`src/rtl/sst_pkg.sv`:
```
// Package for the source text tokenizer: word types, token codes, character
// constants and the functions that classify bytes and finish tokens.
// No dependencies; every other file imports it.
`default_nettype none

package sst_pkg;

    typedef struct packed {
        logic [7:0] ch;
        logic       last_byte;
    } byte_word_t;

    typedef struct packed {
        logic [2:0]  token_kind;
        logic [3:0]  subtype;
        logic [31:0] start_position;
        logic [31:0] token_line;
        logic [15:0] token_length;
        logic        end_of_stream;
    } token_word_t;

    typedef struct packed {
        logic        valid;
        token_word_t tok;
    } tok_slot_t;

    localparam logic [2:0] MODE_IDLE   = 3'd0;
    localparam logic [2:0] MODE_STRING = 3'd1;
    localparam logic [2:0] MODE_NUMBER = 3'd2;
    localparam logic [2:0] MODE_WORD   = 3'd3;
    localparam logic [2:0] MODE_OPER   = 3'd4;

    localparam logic [2:0] KIND_END     = 3'd0;
    localparam logic [2:0] KIND_STRING  = 3'd1;
    localparam logic [2:0] KIND_INTEGER = 3'd2;
    localparam logic [2:0] KIND_FLOAT   = 3'd3;
    localparam logic [2:0] KIND_KEYWORD = 3'd4;
    localparam logic [2:0] KIND_IDENT   = 3'd5;
    localparam logic [2:0] KIND_OPER    = 3'd6;
    localparam logic [2:0] KIND_PUNCT   = 3'd7;

    localparam logic [3:0] SUB_NONE   = 4'd0;
    localparam logic [3:0] OP_ASSIGN  = 4'd0;
    localparam logic [3:0] OP_ADD     = 4'd1;
    localparam logic [3:0] OP_SUB     = 4'd2;
    localparam logic [3:0] OP_MUL     = 4'd3;
    localparam logic [3:0] OP_DIV     = 4'd4;
    localparam logic [3:0] OP_POW     = 4'd5;
    localparam logic [3:0] OP_NOT     = 4'd6;
    localparam logic [3:0] OP_LT      = 4'd7;
    localparam logic [3:0] OP_GT      = 4'd8;
    localparam logic [3:0] OP_EQ      = 4'd9;
    localparam logic [3:0] OP_UNKNOWN = 4'd14;

    localparam logic [3:0] PUNCT_DOT   = 4'd0;
    localparam logic [3:0] PUNCT_COMMA = 4'd1;
    localparam logic [3:0] PUNCT_SEMI  = 4'd2;

    localparam logic [7:0] CH_NL     = 8'h0A;
    localparam logic [7:0] CH_DQUOTE = 8'h22;
    localparam logic [7:0] CH_SQUOTE = 8'h27;
    localparam logic [7:0] CH_DOT    = 8'h2E;
    localparam logic [7:0] CH_COMMA  = 8'h2C;
    localparam logic [7:0] CH_SEMI   = 8'h3B;
    localparam logic [7:0] CH_PLUS   = 8'h2B;
    localparam logic [7:0] CH_MINUS  = 8'h2D;
    localparam logic [7:0] CH_STAR   = 8'h2A;
    localparam logic [7:0] CH_SLASH  = 8'h2F;
    localparam logic [7:0] CH_EQUAL  = 8'h3D;
    localparam logic [7:0] CH_CARET  = 8'h5E;
    localparam logic [7:0] CH_BANG   = 8'h21;
    localparam logic [7:0] CH_LESS   = 8'h3C;
    localparam logic [7:0] CH_GREAT  = 8'h3E;

    localparam int KW_COUNT = 6;
    localparam int PAIR_COUNT = 5;

    // Keyword text packed first byte lowest: if, else, elif, for, fun, ret.
    localparam logic [31:0] KW_HEAD [KW_COUNT] = '{
        32'h0000_6669, 32'h6573_6C65, 32'h6669_6C65,
        32'h0072_6F66, 32'h006E_7566, 32'h0074_6572
    };
    localparam logic [2:0] KW_LEN [KW_COUNT] = '{3'd2, 3'd4, 3'd4, 3'd3, 3'd3, 3'd3};

    // Two-byte operators in code order: ==, !=, >=, <=, ->.
    localparam logic [15:0] OP_PAIR [PAIR_COUNT] = '{
        16'h3D3D, 16'h3D21, 16'h3D3E, 16'h3D3C, 16'h3E2D
    };

    function automatic logic digit_byte(input logic [7:0] c);
        return (c >= 8'h30) && (c <= 8'h39);
    endfunction

    function automatic logic letter_byte(input logic [7:0] c);
        return ((c >= 8'h61) && (c <= 8'h7A)) || ((c >= 8'h41) && (c <= 8'h5A));
    endfunction

    function automatic logic is_oper(input logic [7:0] c);
        return (c == CH_PLUS) || (c == CH_MINUS) || (c == CH_STAR) || (c == CH_SLASH)
            || (c == CH_EQUAL) || (c == CH_CARET) || (c == CH_BANG)
            || (c == CH_LESS) || (c == CH_GREAT);
    endfunction

    // The cap argument is the token length, or 7 when it exceeds four.
    function automatic logic [3:0] oper_code(input logic [2:0] cap, input logic [31:0] head);
        logic [3:0] code;
        code = OP_UNKNOWN;
        if (cap == 3'd1) begin
            case (head[7:0])
                CH_EQUAL: code = OP_ASSIGN;
                CH_PLUS:  code = OP_ADD;
                CH_MINUS: code = OP_SUB;
                CH_STAR:  code = OP_MUL;
                CH_SLASH: code = OP_DIV;
                CH_CARET: code = OP_POW;
                CH_BANG:  code = OP_NOT;
                CH_LESS:  code = OP_LT;
                default:  code = OP_GT;
            endcase
        end else if (cap == 3'd2) begin
            for (int i = PAIR_COUNT - 1; i >= 0; i--) begin
                if (head[15:0] == OP_PAIR[i]) begin
                    code = OP_EQ + 4'(i);
                end
            end
        end
        return code;
    endfunction

    function automatic tok_slot_t close_token(
        input logic [2:0]  mode,
        input logic [31:0] start,
        input logic [15:0] len,
        input logic [2:0]  cap,
        input logic [31:0] head,
        input logic        point,
        input logic [31:0] line
    );
        tok_slot_t s;
        s.valid              = 1'b1;
        s.tok.token_kind     = KIND_END;
        s.tok.subtype        = SUB_NONE;
        s.tok.start_position = start;
        s.tok.token_line     = line;
        s.tok.token_length   = len;
        s.tok.end_of_stream  = 1'b0;
        case (mode)
            MODE_STRING: s.tok.token_kind = KIND_STRING;
            MODE_NUMBER: s.tok.token_kind = point ? KIND_FLOAT : KIND_INTEGER;
            MODE_WORD: begin
                s.tok.token_kind = KIND_IDENT;
                for (int i = KW_COUNT - 1; i >= 0; i--) begin
                    if ((cap == KW_LEN[i]) && (head == KW_HEAD[i])) begin
                        s.tok.token_kind = KIND_KEYWORD;
                        s.tok.subtype    = 4'(i);
                    end
                end
            end
            MODE_OPER: begin
                s.tok.token_kind = KIND_OPER;
                s.tok.subtype    = oper_code(cap, head);
            end
            default: s.valid = 1'b0;
        endcase
        return s;
    endfunction

endpackage

`default_nettype wire

```
`src/rtl/sst_core.sv`:
```
// Scanner state and per-byte token logic of the source text tokenizer.
// Produces up to four candidate token slots per byte; depends on sst_pkg.
`default_nettype none

module sst_core
    import sst_pkg::*;
#(
    parameter int POSITION_BITS = 32,
    parameter int LENGTH_BITS   = 16
) (
    input  wire logic          clk,
    input  wire logic          rst_n,
    input  wire logic          step,
    input  wire byte_word_t    byte_in,
    output tok_slot_t [3:0]    cand
);

    localparam logic [LENGTH_BITS-1:0] LEN_FOUR = LENGTH_BITS'(4);

    logic [2:0]               mode_reg, mode_next, mode_mid;
    logic [POSITION_BITS-1:0] start_reg, start_next, start_mid;
    logic [LENGTH_BITS-1:0]   len_reg, len_next, len_mid;
    logic                     point_reg, point_next, point_mid;
    logic [31:0]              head_reg, head_next, head_mid;
    logic [POSITION_BITS-1:0] pos_reg, pos_next, pos_inc;
    logic [31:0]              line_reg, line_next, line_mid;

    logic       used;
    logic       close_a;
    logic       append_en;
    logic       punct_v;
    logic [3:0] punct_sub;
    logic [2:0] cap_reg;
    logic [2:0] cap_mid;
    logic [7:0] c;
    tok_slot_t  slot_a;
    tok_slot_t  slot_c;

    always_comb
    begin
        c         = byte_in.ch;
        mode_mid  = mode_reg;
        start_mid = start_reg;
        len_mid   = len_reg;
        head_mid  = head_reg;
        point_mid = point_reg;
        line_mid  = line_reg;
        used      = 1'b0;
        close_a   = 1'b0;
        append_en = 1'b0;
        punct_v   = 1'b0;
        punct_sub = PUNCT_DOT;

        cap_reg = (len_reg > LEN_FOUR) ? 3'd7 : 3'(len_reg);

        case (mode_reg)
            MODE_STRING:
            begin
                used = 1'b1;
                if (c == CH_DQUOTE) begin
                    close_a = 1'b1;
                end else begin
                    append_en = 1'b1;
                end
            end
            MODE_NUMBER:
            begin
                if (digit_byte(c) || (c == CH_DOT)) begin
                    used      = 1'b1;
                    append_en = 1'b1;
                    if (c == CH_DOT) begin
                        point_mid = 1'b1;
                    end
                end else begin
                    close_a = 1'b1;
                end
            end
            MODE_WORD:
            begin
                if (letter_byte(c) || digit_byte(c)) begin
                    used      = 1'b1;
                    append_en = 1'b1;
                end else begin
                    close_a = 1'b1;
                end
            end
            MODE_OPER:
            begin
                if (is_oper(c)) begin
                    used      = 1'b1;
                    append_en = 1'b1;
                end else begin
                    close_a = 1'b1;
                end
            end
            default: mode_mid = MODE_IDLE;
        endcase

        if (append_en) begin
            if (len_reg < LEN_FOUR) begin
                case (len_reg[1:0])
                    2'd0:    head_mid[7:0]   = head_reg[7:0] | c;
                    2'd1:    head_mid[15:8]  = head_reg[15:8] | c;
                    2'd2:    head_mid[23:16] = head_reg[23:16] | c;
                    default: head_mid[31:24] = head_reg[31:24] | c;
                endcase
            end
            if (len_reg != '1) begin
                len_mid = len_reg + LENGTH_BITS'(1);
            end
        end
        if (close_a) begin
            mode_mid = MODE_IDLE;
        end

        slot_a = close_token(mode_reg, 32'(start_reg), 16'(len_reg), cap_reg,
                             head_reg, point_reg, line_reg);
        slot_a.valid = close_a & slot_a.valid;

        if (!used) begin
            if (c == CH_NL) begin
                if (line_mid != '1) begin
                    line_mid = line_mid + 32'd1;
                end
            end else if ((c == CH_DQUOTE) || (c == CH_SQUOTE)) begin
                mode_mid  = MODE_STRING;
                start_mid = pos_reg + POSITION_BITS'(1);
                len_mid   = '0;
                head_mid  = '0;
                point_mid = 1'b0;
            end else if (digit_byte(c) || letter_byte(c) || is_oper(c)) begin
                if (digit_byte(c)) begin
                    mode_mid = MODE_NUMBER;
                end else if (letter_byte(c)) begin
                    mode_mid = MODE_WORD;
                end else begin
                    mode_mid = MODE_OPER;
                end
                start_mid = pos_reg;
                len_mid   = LENGTH_BITS'(1);
                head_mid  = {24'd0, c};
                point_mid = 1'b0;
            end else if (c == CH_DOT) begin
                punct_v = 1'b1;
            end else if (c == CH_COMMA) begin
                punct_v   = 1'b1;
                punct_sub = PUNCT_COMMA;
            end else if (c == CH_SEMI) begin
                punct_v   = 1'b1;
                punct_sub = PUNCT_SEMI;
            end
        end

        cand[1].valid              = punct_v;
        cand[1].tok.token_kind     = KIND_PUNCT;
        cand[1].tok.subtype        = punct_sub;
        cand[1].tok.start_position = 32'(pos_reg);
        cand[1].tok.token_line     = line_mid;
        cand[1].tok.token_length   = 16'd1;
        cand[1].tok.end_of_stream  = 1'b0;

        pos_inc = pos_reg + POSITION_BITS'(1);
        cap_mid = (len_mid > LEN_FOUR) ? 3'd7 : 3'(len_mid);

        slot_c = close_token(mode_mid, 32'(start_mid), 16'(len_mid), cap_mid,
                             head_mid, point_mid, line_mid);
        slot_c.valid = byte_in.last_byte & slot_c.valid;

        cand[0] = slot_a;
        cand[2] = slot_c;

        cand[3].valid              = byte_in.last_byte;
        cand[3].tok.token_kind     = KIND_END;
        cand[3].tok.subtype        = SUB_NONE;
        cand[3].tok.start_position = 32'(pos_inc);
        cand[3].tok.token_line     = line_mid;
        cand[3].tok.token_length   = 16'd0;
        cand[3].tok.end_of_stream  = 1'b1;

        mode_next  = mode_reg;
        start_next = start_reg;
        len_next   = len_reg;
        point_next = point_reg;
        head_next  = head_reg;
        pos_next   = pos_reg;
        line_next  = line_reg;
        if (step) begin
            if (byte_in.last_byte) begin
                mode_next  = MODE_IDLE;
                start_next = '0;
                len_next   = '0;
                point_next = 1'b0;
                head_next  = '0;
                pos_next   = '0;
                line_next  = 32'd1;
            end else begin
                mode_next  = mode_mid;
                start_next = start_mid;
                len_next   = len_mid;
                point_next = point_mid;
                head_next  = head_mid;
                pos_next   = pos_inc;
                line_next  = line_mid;
            end
        end
    end

    always_ff @(posedge clk or negedge rst_n)
    begin
        if (!rst_n) begin
            mode_reg  <= MODE_IDLE;
            start_reg <= '0;
            len_reg   <= '0;
            point_reg <= 1'b0;
            head_reg  <= '0;
            pos_reg   <= '0;
            line_reg  <= 32'd1;
        end else begin
            mode_reg  <= mode_next;
            start_reg <= start_next;
            len_reg   <= len_next;
            point_reg <= point_next;
            head_reg  <= head_next;
            pos_reg   <= pos_next;
            line_reg  <= line_next;
        end
    end

endmodule

`default_nettype wire

```
`src/rtl/sst_queue.sv`:
```
// Four-entry shifting result queue of the source text tokenizer; entry zero
// drives the token channel. Takes up to four candidate slots per cycle; uses sst_pkg.
`default_nettype none

module sst_queue
    import sst_pkg::*;
(
    input  wire logic            clk,
    input  wire logic            rst_n,
    input  wire logic            push,
    input  wire tok_slot_t [3:0] cand,
    input  wire logic            tok_stall,
    output logic                 tok_valid,
    output token_word_t          tok_word,
    output logic                 room
);

    logic [2:0]  count_reg, count_next;
    token_word_t entry_reg  [4];
    token_word_t entry_next [4];
    logic        pop;
    logic [2:0]  base;
    logic [2:0]  offs;

    always_comb
    begin
        pop  = (count_reg != 3'd0) && !tok_stall;
        base = count_reg - {2'b00, pop};
        room = (base <= 3'd1);

        for (int i = 0; i < 4; i++) begin
            if (pop && (i < 3)) begin
                entry_next[i] = entry_reg[(i < 3) ? i + 1 : i];
            end else begin
                entry_next[i] = entry_reg[i];
            end
        end

        offs = base;
        for (int k = 0; k < 4; k++) begin
            if (push && cand[k].valid) begin
                entry_next[offs[1:0]] = cand[k].tok;
                offs = offs + 3'd1;
            end
        end
        count_next = offs;
    end

    always_ff @(posedge clk or negedge rst_n)
    begin
        if (!rst_n) begin
            count_reg <= 3'd0;
        end else begin
            count_reg <= count_next;
        end
    end

    always_ff @(posedge clk)
    begin
        for (int i = 0; i < 4; i++) begin
            entry_reg[i] <= entry_next[i];
        end
    end

    assign tok_valid = (count_reg != 3'd0);
    assign tok_word  = entry_reg[0];

endmodule

`default_nettype wire

```
`src/rtl/source_text_tokenizer.sv`:
```
// Source text tokenizer: byte input register, scanner core and result queue.
// Depends on sst_pkg, sst_core and sst_queue.
//
// Usage: source text enters one byte per word on the byte channel
// (byte_valid, byte_stall, byte_word); last_byte marks the final byte of a
// text. Tokens leave one per word on the token channel (token_valid,
// token_stall, token_word). A byte is taken into the input register, and once
// the queue has room the scanner turns it into zero to three tokens that are
// written into a four-entry queue whose head drives the token channel.
// One byte is accepted every cycle while the queue holds at most one token
// after the current pop; while the tokens of a byte that yields several
// drain, the input register waits for queue room.
// After the final byte an END token follows and the scanner state returns to
// position 0, line 1. Reset empties the input register and the queue.
// A stall on the token channel holds the head token; bytes keep being taken
// until the queue holds two or more tokens, then byte_stall rises.
`default_nettype none

module source_text_tokenizer
    import sst_pkg::*;
#(
    parameter int POSITION_BITS = 32,
    parameter int LENGTH_BITS   = 16
) (
    input  wire logic       clk,
    input  wire logic       rst_n,
    input  wire logic       byte_valid,
    output logic            byte_stall,
    input  wire byte_word_t byte_word,
    output logic            token_valid,
    input  wire logic       token_stall,
    output token_word_t     token_word
);

    logic            full_reg, full_next;
    byte_word_t      byte_reg;
    logic            room;
    logic            step;
    logic            accept;
    tok_slot_t [3:0] cand;

    assign step       = full_reg && room;
    assign byte_stall = full_reg && !room;
    assign accept     = byte_valid && !byte_stall;

    always_comb
    begin
        full_next = full_reg;
        if (accept) begin
            full_next = 1'b1;
        end else if (step) begin
            full_next = 1'b0;
        end
    end

    always_ff @(posedge clk or negedge rst_n)
    begin
        if (!rst_n) begin
            full_reg <= 1'b0;
        end else begin
            full_reg <= full_next;
        end
    end

    always_ff @(posedge clk)
    begin
        if (accept) begin
            byte_reg <= byte_word;
        end
    end

    sst_core #(
        .POSITION_BITS (POSITION_BITS),
        .LENGTH_BITS   (LENGTH_BITS)
    ) u_core (
        .clk     (clk),
        .rst_n   (rst_n),
        .step    (step),
        .byte_in (byte_reg),
        .cand    (cand)
    );

    sst_queue u_queue (
        .clk       (clk),
        .rst_n     (rst_n),
        .push      (step),
        .cand      (cand),
        .tok_stall (token_stall),
        .tok_valid (token_valid),
        .tok_word  (token_word),
        .room      (room)
    );

endmodule

`default_nettype wire
```
`config.mk`:
```
export PLATFORM = sky130hd
export DESIGN_NAME = source_text_tokenizer
export DESIGN_NICKNAME = d
export VERILOG_FILES = /design/src/rtl/sst_pkg.sv /design/src/rtl/sst_core.sv /design/src/rtl/sst_queue.sv /design/src/rtl/source_text_tokenizer.sv
export SDC_FILE = /design/constraint.sdc
export NUM_CORES = 2
export LEC_CHECK = 0
export BUFFER_PORTS_ARGS = -buffer_cell sky130_fd_sc_hd__buf_2
export CORE_ASPECT_RATIO = 1.4
export CORE_MARGIN = 8
export CORE_UTILIZATION = 51
export DETAILED_ROUTE_END_ITERATION = 16
export GPL_TIMING_DRIVEN = 0
export HOLD_SLACK_MARGIN = 0.1
export PLACE_DENSITY = 0.67
export RECOVER_POWER = 25
export SKIP_LAST_GASP = 1
export SYNTH_ARGS = -nofsm -noshare
export SYNTH_HDL_FRONTEND = slang
export SYNTH_SLANG_ARGS = --single-unit
```
`constraint.sdc`:
```
create_clock -name clk -period 6.72 [get_ports clk]
set_input_delay 0.672 -clock clk [delete_from_list [all_inputs] [get_ports clk]]
set_output_delay 0.672 -clock clk [all_outputs]
set_load 0.01 [all_outputs]
```
# Word level (Yosys, flattened, before mapping)
# Memories as Yosys holds them, arrays and structs flattened.
# Cells that the tools add are included.
# word_totals
reg_bits,161
ramBits,352
input_bits,13
out_inout_bits,90
elab_cells,303
memories,1
# op_classes
n_addsub,8
n_lt_le_gt_ge,18
n_eq_ne,73
mux,133
n_bitwise,10
reduce_logical,49
# memory_table
name,depth,word_bits,read_ports,rd_clocked_by_memory_dff,write_ports,line_no,source
u_queue.entry_reg,4,88,4,0,4,sst_queue.sv:19,token_word_t entry_reg [4];
# ops
op,n
bitwise mux 352 bit,4
2-to-1 mux 352 bit,4
demux 88 bit (select 2 bit),4
2-to-1 mux 88 bit,7
2-to-1 mux 32 bit,17
"== test 8 x 6 -> 1 bit, second input constant",27
"== test 32 x 23 -> 1 bit, second input constant",6
"== test 16 x 14 -> 1 bit, second input constant",10
"== test 32 x 31 -> 1 bit, second input constant",4
2-to-1 mux 16 bit,7
"adder 32 x 1 -> 32 bit, second input constant",2
"== test 32 x 15 -> 1 bit, second input constant",2
one-hot mux 4 bit (8 select lines),2
2-to-1 mux 3 bit,19
2-to-1 mux 5 bit,10
2-to-1 mux 4 bit,12
"greater-than comparator 16 x 3 -> 1 bit, second input constant",2
2-to-1 mux 8 bit,4
"!= test 32 bit, second input constant",1
bitwise OR 8 bit,4
2-to-1 mux 1 bit,29
logical AND 1 bit,27
"== test 3 x 2 -> 1 bit, second input constant",8
"== test 8 x 7 -> 1 bit, second input constant",3
31 further kinds,76

# Longest topological paths before layout
# depth
word_depth,31
mapped_depth,30
mapped_depth_nobuf,25

# Hierarchy
# From an unflattened synthesis, not the netlist that was laid out.
# hier_totals
cells_unflattened,4413
hier_area_um2,37305.8
# by_module_without_submodules
mod,instances,cells_each,area_per_inst_um2,seq_area_each_um2
sst_queue,1,2909,25081.6,7121.8
sst_core,1,1489,11890.2,3704.8
source_text_tokenizer,1,15,334.1,295.3

# Least setup slack after synthesis
# OpenSTA, ideal clock, no wires.
# synth_timing
path_kind,input-to-reg
startpoint,in token_stall
endpoint,mem u_queue.entry_reg[3][33] in the netlist's numbering
setup_ns,0.117
arrival_time_ns,5.950
t_required_ns,6.603
path_slack_ns,0.653
stages,28
n_path_buf,6
path_cell_list,nand2b_1 > clkbuf_1 > inv_1 > clkbuf_1 > clkbuf_1 > clkbuf_1 > ha_1 > inv_1 > ha_1 > a21oi_1 > nor2_1 > and2_0 > o21ai_0 > nor3_2 > mux2i_1 > ha_1 > nand2_1 > o21ai_0 > ha_1 > mux2_2 > ha_1 > and2_1 > clkbuf_1 > nor2_1 > nand2_1 > clkbuf_1 > o22ai_1 > nor2_1
# synth_lines
element,line_no,source
start: declaration,source_text_tokenizer.sv:31,"input wire logic token_stall,"
end: declaration,sst_queue.sv:19,

==> flow_summary.json <==
{
  "outcome": "finished with violations",
  "violations": "capacitance limit, slew limit",
  "worst_slew_pin_slew_ps": 4610,
  "dp_hpwl_microns": 107000,
  "relSlewSlack_pct": -207,
  "largest_reg_flops": 352,
  "grt_overflow": 0,
  "r2r_end": "u_queue.entry_reg[0][82]$_DFF_P_",
  "maxCapViolCount": 1,
  "power.density_nw_per_um2": 446,
  "ios": 103,
  "vias_per_cell": 6.88,
  "grt_pass1_wl_microns": 222000,
  "drt_iter0_drc": 5174,
  "fin_crit_ps": 6570,
  "post_drt_wl_per_cell_microns": 28.1,
  "numCtsBuffers": 54,
  "cts_htree_levels": 2,
  "cp_cell_sequence": "or3_1 -> nand2b_4 -> clkinvlp_4 -> buf_2 -> ha_1 -> ha_1 -> ha_1 -> a21oi_1 -> nor2_1 -> and2_4 -> o21ai_0 -> nor3_4 -> mux2i_2 -> ha_1 -> nand2_1 -> o21ai_1 -> ha_1 -> mux2_2 -> inv_1 -> ha_1 -> and2_1 -> clkbuf_1 -> nor3_1",
  "post-route-util_pct": 57.1,
  "critical_path.slowest_cell": "clkbuf_1",
  "crit_family": "simple AND/OR/NAND/NOR gates",
  "clk_path_buf_depth": 3,
  "drt-met1-wl_microns": 53600,
  "worst_slack_ps": 146,
  "cpPeakStageDelay_ps": 660,
  "clock_latency_ps": 660,
  "track_usage_pct": 41.5,
  "cts.sinks": 513,
  "place_congestion": 1.04,
  "met3_length_microns": 16700,
  "min_path_cells": 1,
  "start_util_pct": 51.2,
  "min_from": "byte_word[0]",
  "routed.top_layer": "met5",
  "nets": 4514,
  "diodes": 0,
  "async_flop_share_pct": 29.6,
  "skew_ps": 31.0,
  "syn_area_sq_um": 31500,
  "area_growth_pct": 11.5,
  "crit_type": "register to register",
  "holdPathEnd": "byte_reg[0]$_DFFE_PP_",
  "cp-start-kind": "register",
  "die_h_microns": 310,
  "setup_tns_ps": 0,
  "synth_area_per_cell_sq_um": 7.30,
  "setup_viol_count_final": 0,
  "root_buffer": "clkbuf_16",
  "grt_max_degree": 80,
  "hold_viol": 0,
  "place_inst": 5245,
  "numPortBuffers": 102,
  "synth_nets": 4352,
  "r2r_cells": 23,
  "wl_met2_microns": 66100,
  "r2r_start": "u_queue.count_reg[0]$_DFF_PN0_",
  "core_sq_um": 61500,
  "ys_seq_elements": 513,
  "leakage_nw": 13.9,
  "synth_cell_types": 106,
  "cts_tree": "yes",
  "crit_buf_inv": 4,
  "cp-end-kind": "register",
  "finalCritPeriodShare_pct": 97.8,
  "fin_cells": 5345,
  "dieArea_sq_um": 70000,
  "seq_area_frac_synth_pct": 35.3,
  "critPathMaxFanout": 10,
  "yosysWarningCount": 0,
  "ys.flop_type": "dfxtp_1",
  "drive_above_1_share_pct": 7.96,
  "max-vdd-ir-drop_v": 0.000324,
  "syn_inst": 4314,
  "timing.fmax_mhz": 152,
  "wl_microns": 150000,
  "cp.arrival_ps": 7080,
  "synth-edff-count": 9,
  "die_w_microns": 226,
  "grt_pass1_vias": 34900,
  "vias": 36800,
  "worst-r2r-setup-slack_ps": 150,
  "ant_nets": 0,
  "hold_class": "input port to register",
  "drtPass1Iterations": 9,
  "antenna_found_initial": 2,
  "drv_slew": 74,
  "cp_common_cell": "ha_1",
  "clkTransAtPathRegs_ps": 70,
  "rows": 108,
  "required_ps": 7220,
  "drc": 0,
  "pre_cts_ws_ps": -2380,
  "total_power_mw": 15.7
}
[per-stage QoR]
step                hold slack [ps]  cell area (sq um)
floorplan                       376              31500
global placement                448              33000
detailed placement              456              33100
CTS                             171              35000
global route                    180              35100
finish                          190              35100
[cell type report]
type / instances / area, sq um
clock buffers: 90 / 1680
well taps: 825 / 1030
multi-input cells: 3317 / 18600
repair buffers: 112 / 577
repair inverters: 1 / 5.00
flip-flops and latches: 513 / 11100
fillers: 6087 / 26400
plain buffers: 435 / 1810
clock inverters: 10 / 126
inverters: 42 / 161
[cell families after synthesis]
group,after synthesis,share of synthesized area [%]
AOI/OAI and AO/OA,1332,28.3
xor gates and xnor gates,54,1.50
adders and majority gates,25,0.994
buffers and inverters,484,6.11
DFF,513,35.3
muxes,39,1.25
and+or+nand+nor,1867,26.5
[placed cells by master, fill, tap and decap left out, drive strengths merged, types with 8 or more instances in the layout]
| cell type | count |
|---|---|
| nor3 | 80 |
| or4 | 8 |
| a211oi | 71 |
| inv | 42 |
| xnor2 | 27 |
| o31ai | 9 |
| o22ai | 83 |
| nand2 | 900 |
| and2 | 34 |
| a311oi | 44 |
| o221ai | 11 |
| dfrtp | 151 |
| or2 | 16 |
| o221a | 60 |
| nand3 | 352 |
| and3 | 30 |
| xor2 | 27 |
| or3 | 17 |
| a21oi | 377 |
| ha | 25 |
| dfxtp | 352 |
| o22a | 15 |
| nor2 | 299 |
| and4 | 8 |
| o211ai | 218 |
| o21ai | 248 |
| nand2b | 17 |
| a21o | 14 |
| nor4 | 27 |
| buf | 147 |
| nor4b | 8 |
| edfxtp | 9 |
| a22o | 42 |
| o2111ai | 22 |
| a31oi | 41 |
| clkbuf | 489 |
| mux2i | 37 |
| a221oi | 15 |
| nand4 | 31 |
| o311ai | 9 |
[worst max path at each step]
stage | startpoint | end | slack [ps] | depth (start not counted)
2_1_floorplan | token_stall | u_queue.entry_reg[3][33]$_DFF_P_ | 650 | 28
3_3_place_gp | token_stall | u_queue.entry_reg[1][16]$_DFF_P_ | -2360 | 27
3_5_place_dp | token_stall | u_queue.entry_reg[1][11]$_DFF_P_ | -2380 | 27
4_1_cts | u_queue.count_reg[0]$_DFF_PN0_ | u_queue.entry_reg[1][39]$_DFF_P_ | 0.08 | 25
5_1_grt | u_queue.count_reg[0]$_DFF_PN0_ | u_queue.entry_reg[2][73]$_DFF_P_ | -20 | 24
6_report | u_queue.count_reg[0]$_DFF_PN0_ | u_queue.entry_reg[0][82]$_DFF_P_ | 150 | 23
[timing repair]
item	CTS	global route
hold buffers	1	0
cloned	1	0
endpoints found under the setup margin	354	325
gates resized for setup	48	50
pin swaps	1	2
setup buffers	3	2
hold endpoints to repair	73	0
[Yosys cell counts (27+ instances only)]
cell	number	area share [%]
and3_1	29	0.58
buf_2	32	0.51
buf_1	28	0.33
a211oi_1	68	1.6
nand2_1	899	11
clkbuf_1	372	4.4
nor2_1	299	3.6
a311oi_1	43	1.2
xnor2_1	27	0.75
o211ai_1	218	5.2
o22ai_1	83	1.6
a31oi_1	40	0.79
and2_1	31	0.62
nand3_1	352	5.6
dfrtp_1	151	12
a22o_1	42	1.2
xor2_1	27	0.75
a21oi_1	375	6.0
o221a_2	53	1.9
o21ai_0	245	3.9
mux2i_1	37	1.2
dfxtp_1	352	22
nand4_1	31	0.62
inv_1	42	0.50
nor3_1	79	1.3
[power by group]
| group | leakage, nW | internal, mW | switching, mW |
|---|---|---|---|
| Sequential | 5.07 | 4.07 | 0.658 |
| Clock | 0.887 | 1.78 | 1.41 |
| Combinational | 7.90 | 2.58 | 5.17 |
| Total | 13.9 | 8.42 | 7.23 |
[layer usage]
| metal | vias up | global-route usage [%] |
|---|---|---|
| met1 | 17300 | 48.5 |
| met2 | 2722 | 64.9 |
| li1 | 15900 | - |
| met5 | - | 0 |
| met4 | 4 | 34.2 |
| met3 | 818 | 9.10 |
(Power assumes the default switching activity.)
